$ cat config.mk
export PLATFORM = sky130hd
export DESIGN_NAME = spca_cfg_regs
export DESIGN_NICKNAME = d
export VERILOG_FILES = /design/src/sv/spca_pkg.sv /design/src/sv/spca_cfg_regs.sv
export SDC_FILE = /design/constraint.sdc
export NUM_CORES = 1
export LEC_CHECK = 0
export BUFFER_PORTS_ARGS = -buffer_cell sky130_fd_sc_hd__buf_2
export CAP_MARGIN = 20
export CORE_ASPECT_RATIO = 0.5
export CORE_UTILIZATION = 25
export CTS_CLUSTER_DIAMETER = 80
export DETAILED_ROUTE_END_ITERATION = 10
export PLACE_DENSITY = 0.54
export SLEW_MARGIN = 20
export SYNTH_ARGS = -nofsm -noshare
export SYNTH_HDL_FRONTEND = slang
export SYNTH_SLANG_ARGS = --single-unit
$ cat constraint.sdc
create_clock -name clk -period 1.2 [get_ports clk]
set_input_delay 0.06 -clock clk [delete_from_list [all_inputs] [get_ports clk]]
set_output_delay 0.06 -clock clk [all_outputs]
set_load 0.02 [all_outputs]
$ cat src/sv/spca_pkg.sv
// spca_pkg: widths, constants, register codes and shared structs for the
// stereo path cost aggregation block. No dependencies; every other file imports it.
package spca_pkg;

  localparam int MAX_DISP     = 64;
  localparam int MAX_WIDTH    = 1024;
  localparam int PATH_COUNT   = 8;
  localparam int RESULT_DEPTH = 4;

  localparam int DISP_W    = $clog2(MAX_DISP);
  localparam int COL_W     = $clog2(MAX_WIDTH);
  localparam int ROW_W     = 10;
  localparam int IN_COST_W = 12;
  localparam int COST_W    = 13;
  localparam int SUM_W     = 16;
  localparam int PEN_W     = 12;
  localparam int DIR_W     = 3;
  localparam int LVL_W     = 7;
  localparam int CAND_W    = COST_W + 1;
  localparam int DIFF_W    = 16;

  localparam int BANK_AW = 1 + COL_W + DISP_W - 1;
  localparam int MIN_AW  = 1 + COL_W;

  localparam int APB_AW = 4;
  localparam int APB_DW = 32;

  localparam logic [COST_W-1:0] COST_MAX      = '1;
  localparam logic [PEN_W-1:0]  PEN_SMALL_RST = PEN_W'(16);
  localparam logic [PEN_W-1:0]  PEN_LARGE_RST = PEN_W'(128);
  localparam logic [DIR_W-1:0]  DIR_RST       = '0;
  localparam logic [LVL_W-1:0]  LVL_RST       = LVL_W'(64);

  typedef logic [COST_W-1:0] cost_t;

  typedef enum logic [1:0] {
    REG_PENALTY_SMALL,
    REG_PENALTY_LARGE,
    REG_DIRECTION,
    REG_DISP_LEVELS
  } spca_reg_t;

  typedef struct packed {
    logic [PEN_W-1:0] penalty_small;
    logic [PEN_W-1:0] penalty_large;
    logic [DIR_W-1:0] direction;
    logic [LVL_W-1:0] levels;
  } spca_cfg_t;

  typedef struct packed {
    logic              half;
    logic [COL_W-1:0]  col;
    logic [DISP_W-1:0] disp;
    logic [DISP_W-1:0] disp_up;
    logic [DISP_W-1:0] disp_dn;
  } spca_rd_req_t;

  typedef struct packed {
    cost_t path_d;
    cost_t path_up;
    cost_t path_dn;
    cost_t minimum;
  } spca_rd_data_t;

  typedef struct packed {
    logic              en;
    logic              half;
    logic [COL_W-1:0]  col;
    logic [DISP_W-1:0] disp;
    cost_t             path;
    cost_t             minimum;
  } spca_wr_req_t;

  typedef struct packed {
    cost_t            path_cost;
    logic [SUM_W-1:0] sum_out;
    cost_t            pixel_minimum;
  } spca_result_t;

  // column step of the predecessor pixel, modulo the line width
  function automatic logic [COL_W-1:0] col_offset(input logic [DIR_W-1:0] dir);
    logic [COL_W-1:0] step;
    unique case (dir)
      3'd0, 3'd1, 3'd3: step = '1;
      3'd2, 3'd6:       step = '0;
      3'd4, 3'd5, 3'd7: step = COL_W'(1);
    endcase
    return step;
  endfunction

  // predecessor lies in the other line half for every direction with a row step
  function automatic logic row_offset(input logic [DIR_W-1:0] dir);
    return (dir != 3'd0) && (dir != 3'd4);
  endfunction

endpackage

$ cat src/sv/spca_cfg_regs.sv
// spca_cfg_regs: APB-style register file for penalties, direction and level count.
// Depends on spca_pkg.
module spca_cfg_regs import spca_pkg::*; (
  input  logic              clk,
  input  logic              rst_n,
  input  logic              cfg_psel,
  input  logic              cfg_penable,
  input  logic              cfg_pwrite,
  input  logic [APB_AW-1:0] cfg_paddr,
  input  logic [APB_DW-1:0] cfg_pwdata,
  output logic [APB_DW-1:0] cfg_prdata,
  output logic              cfg_pready,
  output spca_cfg_t         regs
);

  spca_cfg_t regs_r;
  spca_reg_t reg_sel;
  logic      wr_en;

  assign cfg_pready = 1'b1;
  assign wr_en      = cfg_psel && cfg_penable && cfg_pwrite && cfg_pready;
  assign reg_sel    = spca_reg_t'(cfg_paddr[APB_AW-1:2]);
  assign regs       = regs_r;

  always_ff @(posedge clk) begin
    if (!rst_n) begin
      regs_r.penalty_small <= PEN_SMALL_RST;
      regs_r.penalty_large <= PEN_LARGE_RST;
      regs_r.direction     <= DIR_RST;
      regs_r.levels        <= LVL_RST;
    end else if (wr_en) begin
      unique case (reg_sel)
        REG_PENALTY_SMALL: regs_r.penalty_small <= cfg_pwdata[PEN_W-1:0];
        REG_PENALTY_LARGE: regs_r.penalty_large <= cfg_pwdata[PEN_W-1:0];
        REG_DIRECTION:     regs_r.direction     <= cfg_pwdata[DIR_W-1:0];
        REG_DISP_LEVELS:   regs_r.levels        <= cfg_pwdata[LVL_W-1:0];
      endcase
    end
  end

  always_comb begin
    unique case (reg_sel)
      REG_PENALTY_SMALL: cfg_prdata = APB_DW'(regs_r.penalty_small);
      REG_PENALTY_LARGE: cfg_prdata = APB_DW'(regs_r.penalty_large);
      REG_DIRECTION:     cfg_prdata = APB_DW'(regs_r.direction);
      REG_DISP_LEVELS:   cfg_prdata = APB_DW'(regs_r.levels);
    endcase
  end

endmodule

==> results.cfg <==
[placement]
post-dp-hpwl_um = 3040
dp_cells = 334
gp_congestion = 0.669
io_buffers = 64

[routing]
vias_per_cell = 4.05
num_vias = 1407
route.detailed.drc = 0
wire_per_inst_um = 11.3
firstDrtPassIters = 4
drt-total-wl_um = 3930
first_iter_violations = 25
ant_nets = 0

[global_routing]
grt_usage_pct = 11.0
grt_pass1_wl_um = 6020
overflow = 0
antenna_found_initial = 0
grt_max_degree = 49
grt_pass1_vias = 1230

[power]
ir_worst_vdd_mv = 0.566
power_density_mw_per_mm2 = 1230
leakagePower_nw = 1.06

[clocking]
cts_buffers = 5
root_buffer = clkbuf_16
clockBufferDepth = 2
clock_sinks = 34
htree_levels = 2
cts_tree = done
clk_pin_slew_worst_paths_ns = 0.05
insertion_delay_ns = 0.27
hold_buffers = 0

[timing]
setup_violations = 3
period_share_pct = 106
hold_violations = 0
min_period_ns = 1.28
fin_skew_ns = 0
worst_slack_ns = -0.0777
grt_setup_unrepaired = true
max_freq_ghz = 0.783
slew_violations = 0
fin_hold_ws_ns = 0.0550

[cells_and_area]
mostFrequentLayoutCells = buf_2 (61), nand2_1 (44), mux2i_1 (42)
n_antenna_cell = 0
largest_reg_flops = 34
final_common_cell = buf_2
area_growth_pct = 33.9
finalNonFillerCells = 347
nets = 295
layout-drive-gt1-share_pct = 40.0

[worst_setup_path]
critical_path_arrival_ns = 1.22
required_ns = 1.14
path_class = flop to primary output
worstPathMaxFanout = 2
end_kind = primary output
cp-start-kind = flop

[yosys]
synth_top_cell_area_share_pct = 39.0
async_flop_share_pct = 0
synth_area_leaders = dfxtp_1 (39%), mux2i_1 (24%), buf_4 (9.9%), nand2_1 (9.5%), mux4_2 (3.9%)
synth_largest_area_cell = dfxtp_1
synth_enable_flop_cells = 0
synth_flop_cell = dfxtp_1
ys_seq_area_share_pct = 39.0
yosysWarnings = 0
syn_inst = 182
synth_area_mm2 = 0.00175
syn_area_per_cell_um2 = 9.59
synth_seq_cells = 34
synth_cell_type_count = 20

[die]
ios = 108
die_h_um = 61.1
die-area_mm2 = 0.00734
initial_core_util_pct = 25.9
rows = 21
core_mm2 = 0.00673
die_x_um = 120

[min_path]
hp-class = primary input to flop

[run_status]
failed_checks = setup timing
status = finished, violations left

[run]
maxCapViolCount = 0
[power breakdown]
part / internal, mW / switching, mW / total, mW / leakage, nW
sequential: 1.15 / 0.0102 / 1.16 / 0.280
clock: 0.979 / 0.427 / 1.41 / 0.0781
combinational: 0.102 / 0.205 / 0.307 / 0.703
total: 2.23 / 0.642 / 2.87 / 1.06
[cells by family after synthesis]
family / count (synthesis) / share of synthesized area (%)
buf+inv: 33 / 13.2
other cells: 2 / 0.430
simple gates: 62 / 17.5
mux: 45 / 28.0
flops: 34 / 39.0
compound gates: 6 / 1.94
[layer usage]
metal	wire [µm]	global-route usage, %	up-vias
met5	0	0	-
li1	-	-	706
met3	192	4.17	5
met1	1630	12.0	656
met4	55	4.29	0
met2	2050	20.2	40
[worst max-delay path: stages (launching register included)]
cell	delay, ns
dfxtp_2	0.31
mux4_2	0.48
buf_6	0.15
[Yosys cell counts (2+ instances only)]
master	instances
buf_6	2
buf_4	23
nor2_1	5
dfxtp_1	34
mux2i_1	42
o21ai_0	5
conb_1	2
clkbuf_1	3
nor2b_1	4
buf_2	4
mux4_2	3
nand3_1	4
nand2_1	44
[path summary, 6_finish.rpt]
check,slack [ns],to,start,cells past startpoint
worst max-delay path,-0.08,cfg_prdata[2],regs[2],2
worst max register to register,0.53,regs[6],regs[6],2
worst min register to register,0.46,regs[10],regs[10],2
worst min-delay path,0.06,regs[29],cfg_pwdata[7],3
[stage by stage]
step | instance area, µm² | setup slack, ns | power [mW] | setup TNS, ns | utilization (%)
floorplan | 1820 | 0.114 | 1.44 | 0 | -
global placement | 2110 | 0.100 | 1.48 | 0 | 31.3
detailed placement | 2110 | 0.0513 | 1.48 | 0 | 31.3
CTS | 2330 | -0.0869 | 2.91 | -0.225 | 34.7
global route | 2340 | -0.112 | 3.00 | -0.305 | 34.7
finish | 2340 | -0.0777 | 2.87 | -0.198 | 34.7
[timing repair]
action | CTS | global route
pin swaps | 0 | 0
setup endpoints to repair | 3 | 3
setup buffers | 5 | 0
resized for setup | 12 | 4
[cell type report]
class	count	area (µm²)
Fill cell	705	4390
Multi-Input combinational cell	134	906
Sequential cell	34	693
Timing Repair Buffer	78	457
Clock buffer	7	133
Tap cell	92	115
Clock inverter	1	30.0
Inverter	1	3.75
Note: power is estimated with default switching activity, not from simulation.
