--- config.mk ---
export PLATFORM = sky130hd
export DESIGN_NAME = spca_result_fifo_flat
export DESIGN_NICKNAME = d
export VERILOG_FILES = /design/src/sv/spca_pkg.sv /design/src/sv/spca_if.sv /design/src/sv/spca_result_fifo.sv /design/src/flat_wrapper.sv
export SDC_FILE = /design/constraint.sdc
export NUM_CORES = 1
export LEC_CHECK = 0
export BUFFER_PORTS_ARGS = -buffer_cell sky130_fd_sc_hd__buf_2
export CAP_MARGIN = 20
export CORE_UTILIZATION = 51
export CTS_CLUSTER_DIAMETER = 30
export DETAILED_ROUTE_END_ITERATION = 7
export HOLD_SLACK_MARGIN = 0.15
export PLACE_DENSITY = 0.79
export SYNTH_ARGS = -nofsm -noshare
export SYNTH_HDL_FRONTEND = slang
export SYNTH_SLANG_ARGS = --single-unit
--- constraint.sdc ---
create_clock -name clk -period 1.9 [get_ports clk]
set_input_delay 0.285 -clock clk [delete_from_list [all_inputs] [get_ports clk]]
set_output_delay 0.285 -clock clk [all_outputs]
set_load 0.02 [all_outputs]
--- src/sv/spca_pkg.sv ---
// spca_pkg: widths, constants, register codes and shared structs for the
// stereo path cost aggregation block. No dependencies; every other file imports it.
package spca_pkg;

  localparam int MAX_DISP     = 64;
  localparam int MAX_WIDTH    = 1024;
  localparam int PATH_COUNT   = 8;
  localparam int RESULT_DEPTH = 4;

  localparam int DISP_W    = $clog2(MAX_DISP);
  localparam int COL_W     = $clog2(MAX_WIDTH);
  localparam int ROW_W     = 10;
  localparam int IN_COST_W = 12;
  localparam int COST_W    = 13;
  localparam int SUM_W     = 16;
  localparam int PEN_W     = 12;
  localparam int DIR_W     = 3;
  localparam int LVL_W     = 7;
  localparam int CAND_W    = COST_W + 1;
  localparam int DIFF_W    = 16;

  localparam int BANK_AW = 1 + COL_W + DISP_W - 1;
  localparam int MIN_AW  = 1 + COL_W;

  localparam int APB_AW = 4;
  localparam int APB_DW = 32;

  localparam logic [COST_W-1:0] COST_MAX      = '1;
  localparam logic [PEN_W-1:0]  PEN_SMALL_RST = PEN_W'(16);
  localparam logic [PEN_W-1:0]  PEN_LARGE_RST = PEN_W'(128);
  localparam logic [DIR_W-1:0]  DIR_RST       = '0;
  localparam logic [LVL_W-1:0]  LVL_RST       = LVL_W'(64);

  typedef logic [COST_W-1:0] cost_t;

  typedef enum logic [1:0] {
    REG_PENALTY_SMALL,
    REG_PENALTY_LARGE,
    REG_DIRECTION,
    REG_DISP_LEVELS
  } spca_reg_t;

  typedef struct packed {
    logic [PEN_W-1:0] penalty_small;
    logic [PEN_W-1:0] penalty_large;
    logic [DIR_W-1:0] direction;
    logic [LVL_W-1:0] levels;
  } spca_cfg_t;

  typedef struct packed {
    logic              half;
    logic [COL_W-1:0]  col;
    logic [DISP_W-1:0] disp;
    logic [DISP_W-1:0] disp_up;
    logic [DISP_W-1:0] disp_dn;
  } spca_rd_req_t;

  typedef struct packed {
    cost_t path_d;
    cost_t path_up;
    cost_t path_dn;
    cost_t minimum;
  } spca_rd_data_t;

  typedef struct packed {
    logic              en;
    logic              half;
    logic [COL_W-1:0]  col;
    logic [DISP_W-1:0] disp;
    cost_t             path;
    cost_t             minimum;
  } spca_wr_req_t;

  typedef struct packed {
    cost_t            path_cost;
    logic [SUM_W-1:0] sum_out;
    cost_t            pixel_minimum;
  } spca_result_t;

  // column step of the predecessor pixel, modulo the line width
  function automatic logic [COL_W-1:0] col_offset(input logic [DIR_W-1:0] dir);
    logic [COL_W-1:0] step;
    unique case (dir)
      3'd0, 3'd1, 3'd3: step = '1;
      3'd2, 3'd6:       step = '0;
      3'd4, 3'd5, 3'd7: step = COL_W'(1);
    endcase
    return step;
  endfunction

  // predecessor lies in the other line half for every direction with a row step
  function automatic logic row_offset(input logic [DIR_W-1:0] dir);
    return (dir != 3'd0) && (dir != 3'd4);
  endfunction

endpackage

--- src/sv/spca_if.sv ---


interface spca_out_if import spca_pkg::*; ();
  logic             valid;
  logic             ready;
  logic [COST_W-1:0] path_cost;
  logic [SUM_W-1:0]  sum_out;
  logic [COST_W-1:0] pixel_minimum;

  modport source (output valid, path_cost, sum_out, pixel_minimum, input ready);
  modport sink (input valid, path_cost, sum_out, pixel_minimum, output ready);
endinterface

--- src/sv/spca_result_fifo.sv ---
// spca_result_fifo: small result queue that drives the output channel.
// Depends on spca_pkg and spca_out_if.
module spca_result_fifo import spca_pkg::*; (
  input  logic         clk,
  input  logic         rst_n,
  input  logic         push,
  input  spca_result_t push_data,
  output logic         pop,
  spca_out_if.source   out_chan
);

  localparam int PTR_W = $clog2(RESULT_DEPTH);

  spca_result_t     q_r [RESULT_DEPTH];
  logic [PTR_W:0]   wr_ptr_r, rd_ptr_r;
  spca_result_t     head;

  assign out_chan.valid         = wr_ptr_r != rd_ptr_r;
  assign pop                    = out_chan.valid && out_chan.ready;
  assign head                   = q_r[rd_ptr_r[PTR_W-1:0]];
  assign out_chan.path_cost     = head.path_cost;
  assign out_chan.sum_out       = head.sum_out;
  assign out_chan.pixel_minimum = head.pixel_minimum;

  always_ff @(posedge clk) begin
    if (push) begin
      q_r[wr_ptr_r[PTR_W-1:0]] <= push_data;
    end
  end

  always_ff @(posedge clk) begin
    if (!rst_n) begin
      wr_ptr_r <= '0;
      rd_ptr_r <= '0;
    end else begin
      if (push) wr_ptr_r <= wr_ptr_r + 1'b1;
      if (pop)  rd_ptr_r <= rd_ptr_r + 1'b1;
    end
  end

endmodule

--- src/flat_wrapper.sv ---
// flat-port wrapper written by rule: the top's interface ports become plain ports
module spca_result_fifo_flat import spca_pkg::*;
  (clk, rst_n, push, push_data, pop, out_chan_valid, out_chan_path_cost, out_chan_sum_out, out_chan_pixel_minimum, out_chan_ready);
  spca_out_if out_chan_i ();
  input  logic clk;
  input  logic rst_n;
  input  logic push;
  input  spca_result_t push_data;
  output logic pop;
  output wire logic [$bits(out_chan_i.valid)-1:0] out_chan_valid;
  output wire logic [$bits(out_chan_i.path_cost)-1:0] out_chan_path_cost;
  output wire logic [$bits(out_chan_i.sum_out)-1:0] out_chan_sum_out;
  output wire logic [$bits(out_chan_i.pixel_minimum)-1:0] out_chan_pixel_minimum;
  input wire logic [$bits(out_chan_i.ready)-1:0] out_chan_ready;
  assign out_chan_valid = out_chan_i.valid;
  assign out_chan_path_cost = out_chan_i.path_cost;
  assign out_chan_sum_out = out_chan_i.sum_out;
  assign out_chan_pixel_minimum = out_chan_i.pixel_minimum;
  assign out_chan_i.ready = out_chan_ready;
  spca_result_fifo u_core (.clk(clk), .rst_n(rst_n), .push(push), .push_data(push_data), .pop(pop), .out_chan(out_chan_i));
endmodule
==> results.yml, run 1 <==
floorplanning:
  initial_core_util_pct: 52.2
  rows: 41
  io_pins: 90
  core_area_mm2: 0.0126
  dieArea_mm2: 0.0133
  die_h_um: 115
  die_w_um: 115
route:
  wirelength_um: 11400
  drc: 0
  dr.pass1.iters: 6
  viasPerCell: 5.20
  first_iter_violations: 173
  dr_total_vias: 3204
  ant_nets: 0
  wire_per_inst_um: 18.4
grt:
  grt_pass1_wl_um: 17600
  grt_usage_pct: 18.7
  grt_overflow_total: 0
  grt_pass1_vias: 3398
  grt_max_degree: 29
  grt_antenna_before_repair: 0
hold_path:
  hold_path.class: "input port to flip-flop"
  hold_depth: 3
  holdPathEnd: "u_core.wr_ptr_r[0]"
  min_from: "push"
clock_tree:
  cts_tree: "done"
  numCtsBuffers: 17
  clkTransAtPathRegs_ns: 0.06
  cts.sinks: 176
  clkLatencyLatePin_ns: 0.43
  cts_buffer_depth: 2
  clk_root_buffer_cell: "clkbuf_16"
  htreeDepth: 4
sta:
  skew_ns: 0.0126
  setup_ws_ns: -0.150
  fmaxAchievable_ghz: 0.488
  slew_viol_final: 0
  final.setup.tns_ns: -5.03
  rsz0062_at_grt: "true"
  min_period_ns: 2.05
  fin_crit_sh_pct: 108
  slew_headroom_pct: 67.5
  worst_pin_slew_ns: 0.488
  final-setup-viol-count: 42
  hold_viol: 0
placed_design:
  place_congestion: 0.709
  dp_hpwl_um: 6770
  io_buffers: 89
synth:
  syn-instance-count: 275
  ys_types: 27
  yosys_warnings: 0
  ys_seq_area_share_pct: 79.3
  synth_seq_cells: 176
  syn_nets: 326
  synth.top_cell.area_share_pct: 76.9
  yosysTopAreaCell: "edfxtp_1"
  ys_top_cells_by_area: "edfxtp_1 (77%), mux4_2 (14%), dfxtp_1 (2.4%), ha_1 (0.95%), buf_6 (0.86%)"
  netlist_area_mm2: 0.00656
  syn_avg_cell_area_um2: 23.9
worst_setup_path:
  r2r_end: "u_core.q_r[1][34]"
  ff2ff_path_depth: 3
  crit_type: "flip-flop to output pin"
  timing.critical_path.fanout_max: 16
  start_kind: "flip-flop"
  endpoint_kind: "output pin"
  rrSetupSlack_ns: 0.36
  arrival_ns: 1.77
  critPathRequiredTime_ns: 1.62
  timing.rr.start: "u_core.wr_ptr_r[0]"
cells_and_area:
  synthToLayoutAreaGrowth_pct: 28.8
  n_antenna_cell: 0
  postLayoutCoreUtil_pct: 67.2
  layout.nets: 482
  drive_above_1_share_pct: 42.3
pwr:
  irDropWorstVdd_uv: 695
  power_uw: 10400
  p_leak_uw: 0.00292
  pwr_density_cell_mw_per_mm2: 1230
outcome:
  status: "finished, violations left"
  violations: "negative setup slack"
run:
  cap_viol_max_count: 0
[critical path: stages, from the launching register on]
cell and delay (ns):
dfxtp_4 0.43, buf_12 0.20, mux4_2 0.52, buf_2 0.17
[report_power, final]
part	internal, µW	switching, µW	total (µW)
logic	1230	1250	2480
registers	4470	123	4600
clock network	1940	1410	3340
[repair_timing]
item                                   CTS  global route
endpoints found under the hold margin  169             0
setup endpoints to repair               42            44
setup buffers                            1             0
cloned                                   1             0
hold buffers                            43             0
resized for setup                        1            15
[cell usage in the layout (no fill, tap or decap), drive strengths merged]
| cell | Yosys | layout |
|---|---|---|
| edfxtp | 168 | 168 |
| buf | 9 | 105 |
| dlygate4sd3 | 0 | 43 |
| mux4 | 42 | 42 |
| clkbuf | 2 | 19 |
| dfxtp | 8 | 8 |
| inv | 4 | 7 |
| ha | 5 | 5 |
| and2 | 5 | 5 |
| xnor2 | 5 | 5 |
| clkinv | 0 | 5 |
| nor2 | 4 | 4 |
| nand2 | 3 | 3 |
| clkinvlp | 0 | 3 |
| a21oi | 2 | 2 |
| nand3b | 2 | 2 |
| o21ai | 2 | 2 |
| a211o | 2 | 2 |
| nand3 | 2 | 2 |
| bufinv | 0 | 2 |
| xor2 | 2 | 2 |
| and3 | 1 | 1 |
| mux2i | 1 | 1 |
| a21o | 1 | 1 |
| nand4 | 1 | 1 |
| a41oi | 1 | 1 |
| a211oi | 1 | 1 |
| nor3 | 1 | 1 |
| o31a | 1 | 1 |
[per-layer routing]
metal  GRT usage (%)  up-vias  wire length (µm)
li1                -     1464                 -
met1            23.9     1642              4930
met2            29.9       83              5870
met3            5.75       15               416
met4            8.23        0               133
met5               0        -                 0
[area by class of cell]
type / count / area, µm²
Sequential cell: 176 / 5220
Inverter: 4 / 15.0
Tap cell: 172 / 215
Multi-Input combinational cell: 84 / 1280
Timing Repair Buffer: 148 / 1160
Clock buffer: 19 / 433
Fill cell: 830 / 4120
Clock inverter: 13 / 136
[through the flow]
| stage | area, µm² | hold WS, ns | cells | setup slack (ns) |
|---|---|---|---|---|
| 2_1_floorplan | 6570 | 0.384 | 275 | 0.265 |
| 3_3_place_gp | 7360 | 0.494 | 539 | 0.255 |
| 3_5_place_dp | 7360 | 0.502 | 539 | 0.246 |
| 4_1_cts | 8400 | 0.188 | 616 | -0.187 |
| 5_1_grt | 8450 | 0.210 | 616 | -0.209 |
| 6_report | 8450 | 0.203 | 616 | -0.150 |
[state kept, by name (all words and copies together) (netlist names), named ones only]
name / count
u_core.rd_ptr_r: 3
u_core.wr_ptr_r: 3
u_core.q_r: 168
[logic make-up (layout without fill, tap and decap cells)]
family          Yosys count  count (layout)  synth area share (%)
compound gates           10              10                  1.07
xor+xnor                  7               7                 0.935
buf+inv                  15             184                  1.53
simple gates             19              19                  1.60
fa+ha+maj                 5               5                 0.954
mux                      43              43                  14.6
flops                   176             176                  79.3
[synthesized netlist by cell type]
cell,count
nor2_1,4
ha_1,5
o21ai_0,2
dfxtp_1,8
xor2_1,2
nand4_1,1
and3_4,1
nand3_1,2
a211o_1,2
mux2i_1,1
edfxtp_1,168
buf_2,4
o31a_1,1
mux4_2,42
a41oi_1,1
clkbuf_1,1
nand2_1,3
inv_1,4
nand3b_1,2
a21oi_1,2
clkbuf_2,1
a21o_1,1
nor3_1,1
xnor2_1,5
buf_6,5
a211oi_1,1
and2_1,5
[worst max path at each step]
stage | endpoint | slack (ns)
final | out_chan_path_cost[2] | -0.15
after global routing | out_chan_path_cost[4] | -0.21
after CTS | out_chan_sum_out[4] | -0.19
after detailed placement | u_core.q_r[1][35] | 0.25
after global placement | out_chan_sum_out[14] | 0.26
after floorplan | u_core.q_r[1][0] | 0.27
No activity file was read; power rests on OpenSTA's default activity.
==> run 2, diff against run 1 <==
Settings changed: BUFFER_PORTS_ARGS -buffer_cell sky130_fd_sc_hd__buf_2 to -buffer_cell sky130_fd_sc_hd__buf_4, CORE_UTILIZATION 51 to 48, PLACE_DENSITY 0.79 to 0.75.
==> run 2 against run 1 <==
The run still ends with negative setup slack left. Register-to-register slack lost 0.08 ns. Flip-flop and latch count is the same. First-iteration DRC count up 13%. Clock power down 6.0%. Critical path depth unchanged. Non-clock buffer count grew 3. Worst setup slack improved by 0.022 ns. Total power rose by 2.0%. Via count increased by 0.37%. Wire length grew 4.5%. Critical path type unchanged. Largest power group unchanged.
==> results.yml, run 2 (synthesis results as in run 1) <==
sta:
  slew_headroom_pct: 65.5
  fmaxAchievable_ghz: 0.493
  slew_viol_final: 0
  setup_ws_ns: -0.128
  rsz0062_at_grt: "true"
  final-setup-viol-count: 42
  worst_pin_slew_ns: 0.517
  hold_viol: 0
  min_period_ns: 2.03
  skew_ns: 0.00509
  fin_crit_sh_pct: 107
pwr:
  p_leak_uw: 0.00300
  irDropWorstVdd_uv: 625
  pwr_density_cell_mw_per_mm2: 1220
clock_tree:
  htreeDepth: 4
  clk_root_buffer_cell: "clkbuf_16"
  cts_tree: "done"
  clkLatencyLatePin_ns: 0.43
  numCtsBuffers: 17
  cts.sinks: 176
  cts_buffer_depth: 2
  clkTransAtPathRegs_ns: 0.07
route:
  drc: 0
  dr.pass1.iters: 4
  dr_total_vias: 3216
  first_iter_violations: 195
  wirelength_um: 11900
  wire_per_inst_um: 19.0
  viasPerCell: 5.16
  ant_nets: 0
floorplanning:
  die_h_um: 119
  core_area_mm2: 0.0133
  io_pins: 90
  rows: 42
  dieArea_mm2: 0.0141
  die_w_um: 119
  initial_core_util_pct: 49.3
placed_design:
  place_congestion: 0.705
  io_buffers: 89
  dp_hpwl_um: 7040
  dp_cells: 544
  post_dp_cell_area_mm2: 0.00757
cells_and_area:
  largest_reg_flops: 168
  design_area_mm2: 0.00871
  synthToLayoutAreaGrowth_pct: 32.8
  layout_common_cells: "edfxtp_1 (168), buf_4 (67), dlygate4sd3_1 (44)"
  layout.nets: 485
  n_antenna_cell: 0
  fin_cells: 623
  drive_above_1_share_pct: 43.0
  mostFrequentLayoutCell: "edfxtp_1"
grt:
  grt_overflow_total: 0
  grt_max_degree: 32
  grt_pass1_vias: 3459
  grt_antenna_before_repair: 0
  grt_pass1_wl_um: 18600
  grt_usage_pct: 18.4
worst_setup_path:
  timing.critical_path.fanout_max: 7
  critPathSlowestCell: "mux4_2"
  start_kind: "flip-flop"
  max_stage_delay_ns: 0.53
  endpoint_kind: "output pin"
  critPathRequiredTime_ns: 1.62
  cp_cell_sequence: "buf_6, mux4_2, buf_4"
  arrival_ns: 1.74
  crit_family: "multiplexers"
  crit_type: "flip-flop to output pin"
  cp.buffers_inverters: 2
outcome:
  status: "finished, violations left"
  violations: "negative setup slack"
run:
  cap_viol_max_count: 0
hold_path:
  hold_path.class: "input port to flip-flop"
-- run 2: cell count changes in the layout (fill, tap and decap cells not counted), moves of 2 or more --
cell and delta:
buf_12 -2, clkinvlp_4 +3, clkbuf_1 -2, buf_2 -84, clkinv_4 +4, bufinv_16 -2
buf_4 +60, buf_6 +29
-- run 2: stage by stage --
step           setup TNS, ns  total power, µW  hold WS [ns]  setup WS [ns]  utilization [%]
6_report               -4.00            10600         0.241         -0.128             65.5
5_1_grt                -6.66            11100         0.246         -0.197             65.5
4_1_cts                -5.40            10700         0.221         -0.176             65.4
3_5_place_dp               0             7260         0.489          0.223             57.0
3_3_place_gp               0             7220         0.484          0.226             57.0
2_1_floorplan              0             6280         0.384          0.265                -
-- run 2: tightest hold or removal path: cells and delay by family --
kind / cells / cell delay, ns
compound gates: 1 / 0.12
buf+inv: 1 / 0.13
simple gates: 1 / 0.07
-- run 2: area by class of cell --
type	instances	area, µm²
sequential	176	5210
fill	890	4580
timing repair buffer	151	1460
multi-input combinational	84	1270
clock buffer	17	425
tap	176	220
clock inverter	15	116
inverter	4	15.0
-- run 2: worst paths after layout --
check,startpoint,endpoint,slack (ns),cells after the start
worst max-delay path,flip-flop,out_chan_path_cost[11],-0.13,3
worst min-delay path,out_chan_ready,flip-flop,0.24,3
worst max register to register,u_core.wr_ptr_r[0],u_core.q_r[2][36],0.28,4
worst min register to register,u_core.wr_ptr_r[2],u_core.wr_ptr_r[2],0.57,2
-- run 2: metal layers --
metal	part of all wire, %	global-route usage, %
met3	4.0	4.89
met2	53	30.9
met5	0	0
met1	41	22.0
met4	2.1	9.10
-- run 2: where the power goes --
part	internal (µW)	switching [µW]	leakage (µW)
registers	4470	113	0.00161
logic	1570	1330	0.00114
clock network	1680	1460	0.000248
-- run 2: what timing repair did --
action                                 CTS  global route
buffers inserted                         2             1
resized for setup                       32             5
setup endpoints to repair               42            43
hold buffers                            44             0
endpoints found under the hold margin  170             0
==> run 3, diff against run 2 <==
Settings changed: ABC_AREA from default to 1, CTS_BUF_LIST from default to sky130_fd_sc_hd__clkbuf_8, PLACE_DENSITY 0.75 to 0.81.
==> run 3 against run 2 <==
The flow still finishes with violations (negative setup slack). Die area up 1.2%. Worst hold slack worse by 0.032 ns. Flip-flop and latch count unchanged. Register-to-register slack better by 0.09 ns. Combinational power down 25%. Wire length up 30%. Count of clock-buffer cells in the layout up 2. Sequential power down 2%. Final cell count up 30%. Highest routed layer unchanged.
==> results.yml, run 3 <==
worst_setup_path:
  ff2ff_path_depth: 4
  rrSetupSlack_ns: 0.37
  timing.rr.start: "u_core.wr_ptr_r[1]"
  timing.critical_path.fanout_max: 9
  cpMostUsedCell: "buf_12"
  r2r_end: "u_core.q_r[3][10]"
  start_kind: "flip-flop"
  critPathSlowestCell: "dfxtp_4"
  arrival_ns: 1.64
  critPathRequiredTime_ns: 1.62
  endpoint_kind: "output pin"
  crit_type: "flip-flop to output pin"
  max_stage_delay_ns: 0.37
  cp_cell_sequence: "clkinvlp_4, buf_12, buf_12, o21ai_1, o22ai_1, buf_4"
cells_and_area:
  drive_above_1_share_pct: 29.2
  layout_common_cells: "edfxtp_1 (168), buf_4 (91), nor2_1 (86)"
  synthToLayoutAreaGrowth_pct: 34.1
  multi_input_area_mm2: 0.00133
  mostFrequentLayoutCell: "edfxtp_1"
  postLayoutCoreUtil_pct: 66.7
  fill_cells: 939
  largest_reg_flops: 168
  design_area_mm2: 0.00890
  layout.nets: 672
  regArea_mm2: 0.00521
synth:
  synth_edf_count: 168
  ys_types: 19
  ys.flop_type: "edfxtp_1"
  syn_avg_cell_area_um2: 14.3
  synth_most_common_cell: "edfxtp_1"
  ys_top_cells_by_area: "edfxtp_1 (76%), nor2_1 (5.0%), o21ai_0 (4.8%), o22ai_1 (4.0%), dfxtp_1 (2.4%)"
  synth.top_cell.area_share_pct: 76.0
  syn_nets: 516
  syn-instance-count: 465
  synth_seq_cells: 176
  synthArstFlopShare_pct: 0
  yosysTopAreaCell: "edfxtp_1"
  yosys_warnings: 0
  ys_seq_area_share_pct: 78.4
  synth_top_cells_by_count: "edfxtp_1 (168), nor2_1 (88), o21ai_0 (63)"
  netlist_area_mm2: 0.00664
sta:
  hold_viol: 0
  fin_crit_sh_pct: 101
  fmaxAchievable_ghz: 0.520
  final-setup-viol-count: 7
  final.setup.tns_ns: -0.0658
  skew_ns: 0.0121
  slew_viol_final: 0
  worst_pin_slew_ns: 0.368
  slew_headroom_pct: 75.5
  min_period_ns: 1.92
  setup_ws_ns: -0.0222
  rsz0062_at_grt: "true"
route:
  met1Wirelength_um: 6340
  route.met3.wl_um: 896
  wl_met2_um: 7950
  dr.pass1.iters: 5
  first_iter_violations: 452
  wirelength_um: 15500
  top_layer_used: "met4"
  wire_per_inst_um: 19.1
  dr_total_vias: 4414
  drc: 0
  viasPerCell: 5.44
  ant_nets: 0
grt:
  grt_max_degree: 41
  grt_pass1_wl_um: 22000
  grt_usage_pct: 20.5
  grt_pass1_vias: 4420
  grt_antenna_before_repair: 1
  grt_overflow_total: 0
pwr:
  irDropWorstVdd_uv: 628
  pwr_density_cell_mw_per_mm2: 1050
  p_leak_uw: 0.00324
  power_uw: 9340
clock_tree:
  clkTransAtPathRegs_ns: 0.08
  clk_root_buffer_cell: "clkbuf_8"
  numCtsBuffers: 17
  cts_buffer_depth: 2
  htreeDepth: 4
  cts.sinks: 176
  cts_tree: "done"
  clkLatencyLatePin_ns: 0.46
floorplanning:
  initial_core_util_pct: 49.7
  core_area_mm2: 0.0133
  io_pins: 90
  die_w_um: 120
  rows: 42
  dieArea_mm2: 0.0143
  die_h_um: 120
hold_path:
  hold_depth: 3
  hold_path.class: "input port to flip-flop"
  min_from: "push"
  holdPathEnd: "u_core.wr_ptr_r[0]"
run:
  cap_viol_max_count: 0
placed_design:
  dp_slack_ns: 0.290
  place_congestion: 0.753
  io_buffers: 89
  post_dp_cell_area_mm2: 0.00757
  dp_hpwl_um: 8380
outcome:
  violations: "negative setup slack"
  status: "finished, violations left"
run 3: cells by family after synthesis:
| group | Yosys count | synth area share (%) |
|---|---|---|
| AO/OA/AOI/OAI | 135 | 11.0 |
| AND/OR/NAND/NOR | 107 | 6.20 |
| adder cells (fa/ha/maj) | 5 | 0.943 |
| buffers and inverters | 41 | 3.34 |
| flip-flops | 176 | 78.4 |
| XOR/XNOR | 1 | 0.132 |
run 3: routing by layer:
layer	track usage (%)	vias to the layer above
met3	5.70	24
met2	34.0	161
li1	-	2050
met1	25.4	2179
met5	0	-
met4	8.59	0
run 3: per-stage QoR:
| stage | std cells | hold slack [ns] |
|---|---|---|
| 6_report | 811 | 0.209 |
| 5_1_grt | 811 | 0.187 |
| 3_3_place_gp | 723 | 0.472 |
| 3_5_place_dp | 723 | 0.489 |
| 4_1_cts | 801 | 0.159 |
| 2_1_floorplan | 465 | 0.384 |
run 3: how the worst max path moves through the flow:
stage | depth (start not counted) | to
final | 6 | out_chan_path_cost[3]
after global routing | 6 | out_chan_pixel_minimum[11]
after detailed placement | 4 | out_chan_sum_out[7]
after floorplan | 4 | u_core.q_r[2][0]
after CTS | 5 | out_chan_sum_out[5]
after global placement | 4 | out_chan_sum_out[7]
run 3: critical path: cells and delay by family, from the launching register on:
kind	cells	cell delay (ns)
compound gates	2	0.25
flops	1	0.37
buf+inv	4	0.56
run 3: where the power goes:
| group | total [µW] | switching [µW] | leakage (µW) | internal (µW) |
|---|---|---|---|---|
| registers | 4500 | 72.7 | 0.00161 | 4430 |
| logic | 2170 | 1220 | 0.00142 | 951 |
| clock network | 2670 | 1300 | 0.000213 | 1370 |
| total | 9340 | 2590 | 0.00324 | 6750 |
run 3: repair_timing:
item | in CTS | in global routing
gates resized for setup | 20 | 65
cloned | 1 | 7
pin swaps | 0 | 6
hold buffers | 44 | 0
setup endpoints to repair | 42 | 44
hold endpoints to repair | 176 | 0
buffers inserted | 1 | 2
run 3: area by class of cell:
type	count	area share, %
Inverter	15	0.759
Timing Repair Buffer	163	18.4
Sequential cell	176	58.6
Antenna cell	1	0.0281
Tap cell	176	2.47
Multi-Input combinational cell	248	15.0
Clock inverter	13	1.83
Clock buffer	19	2.94
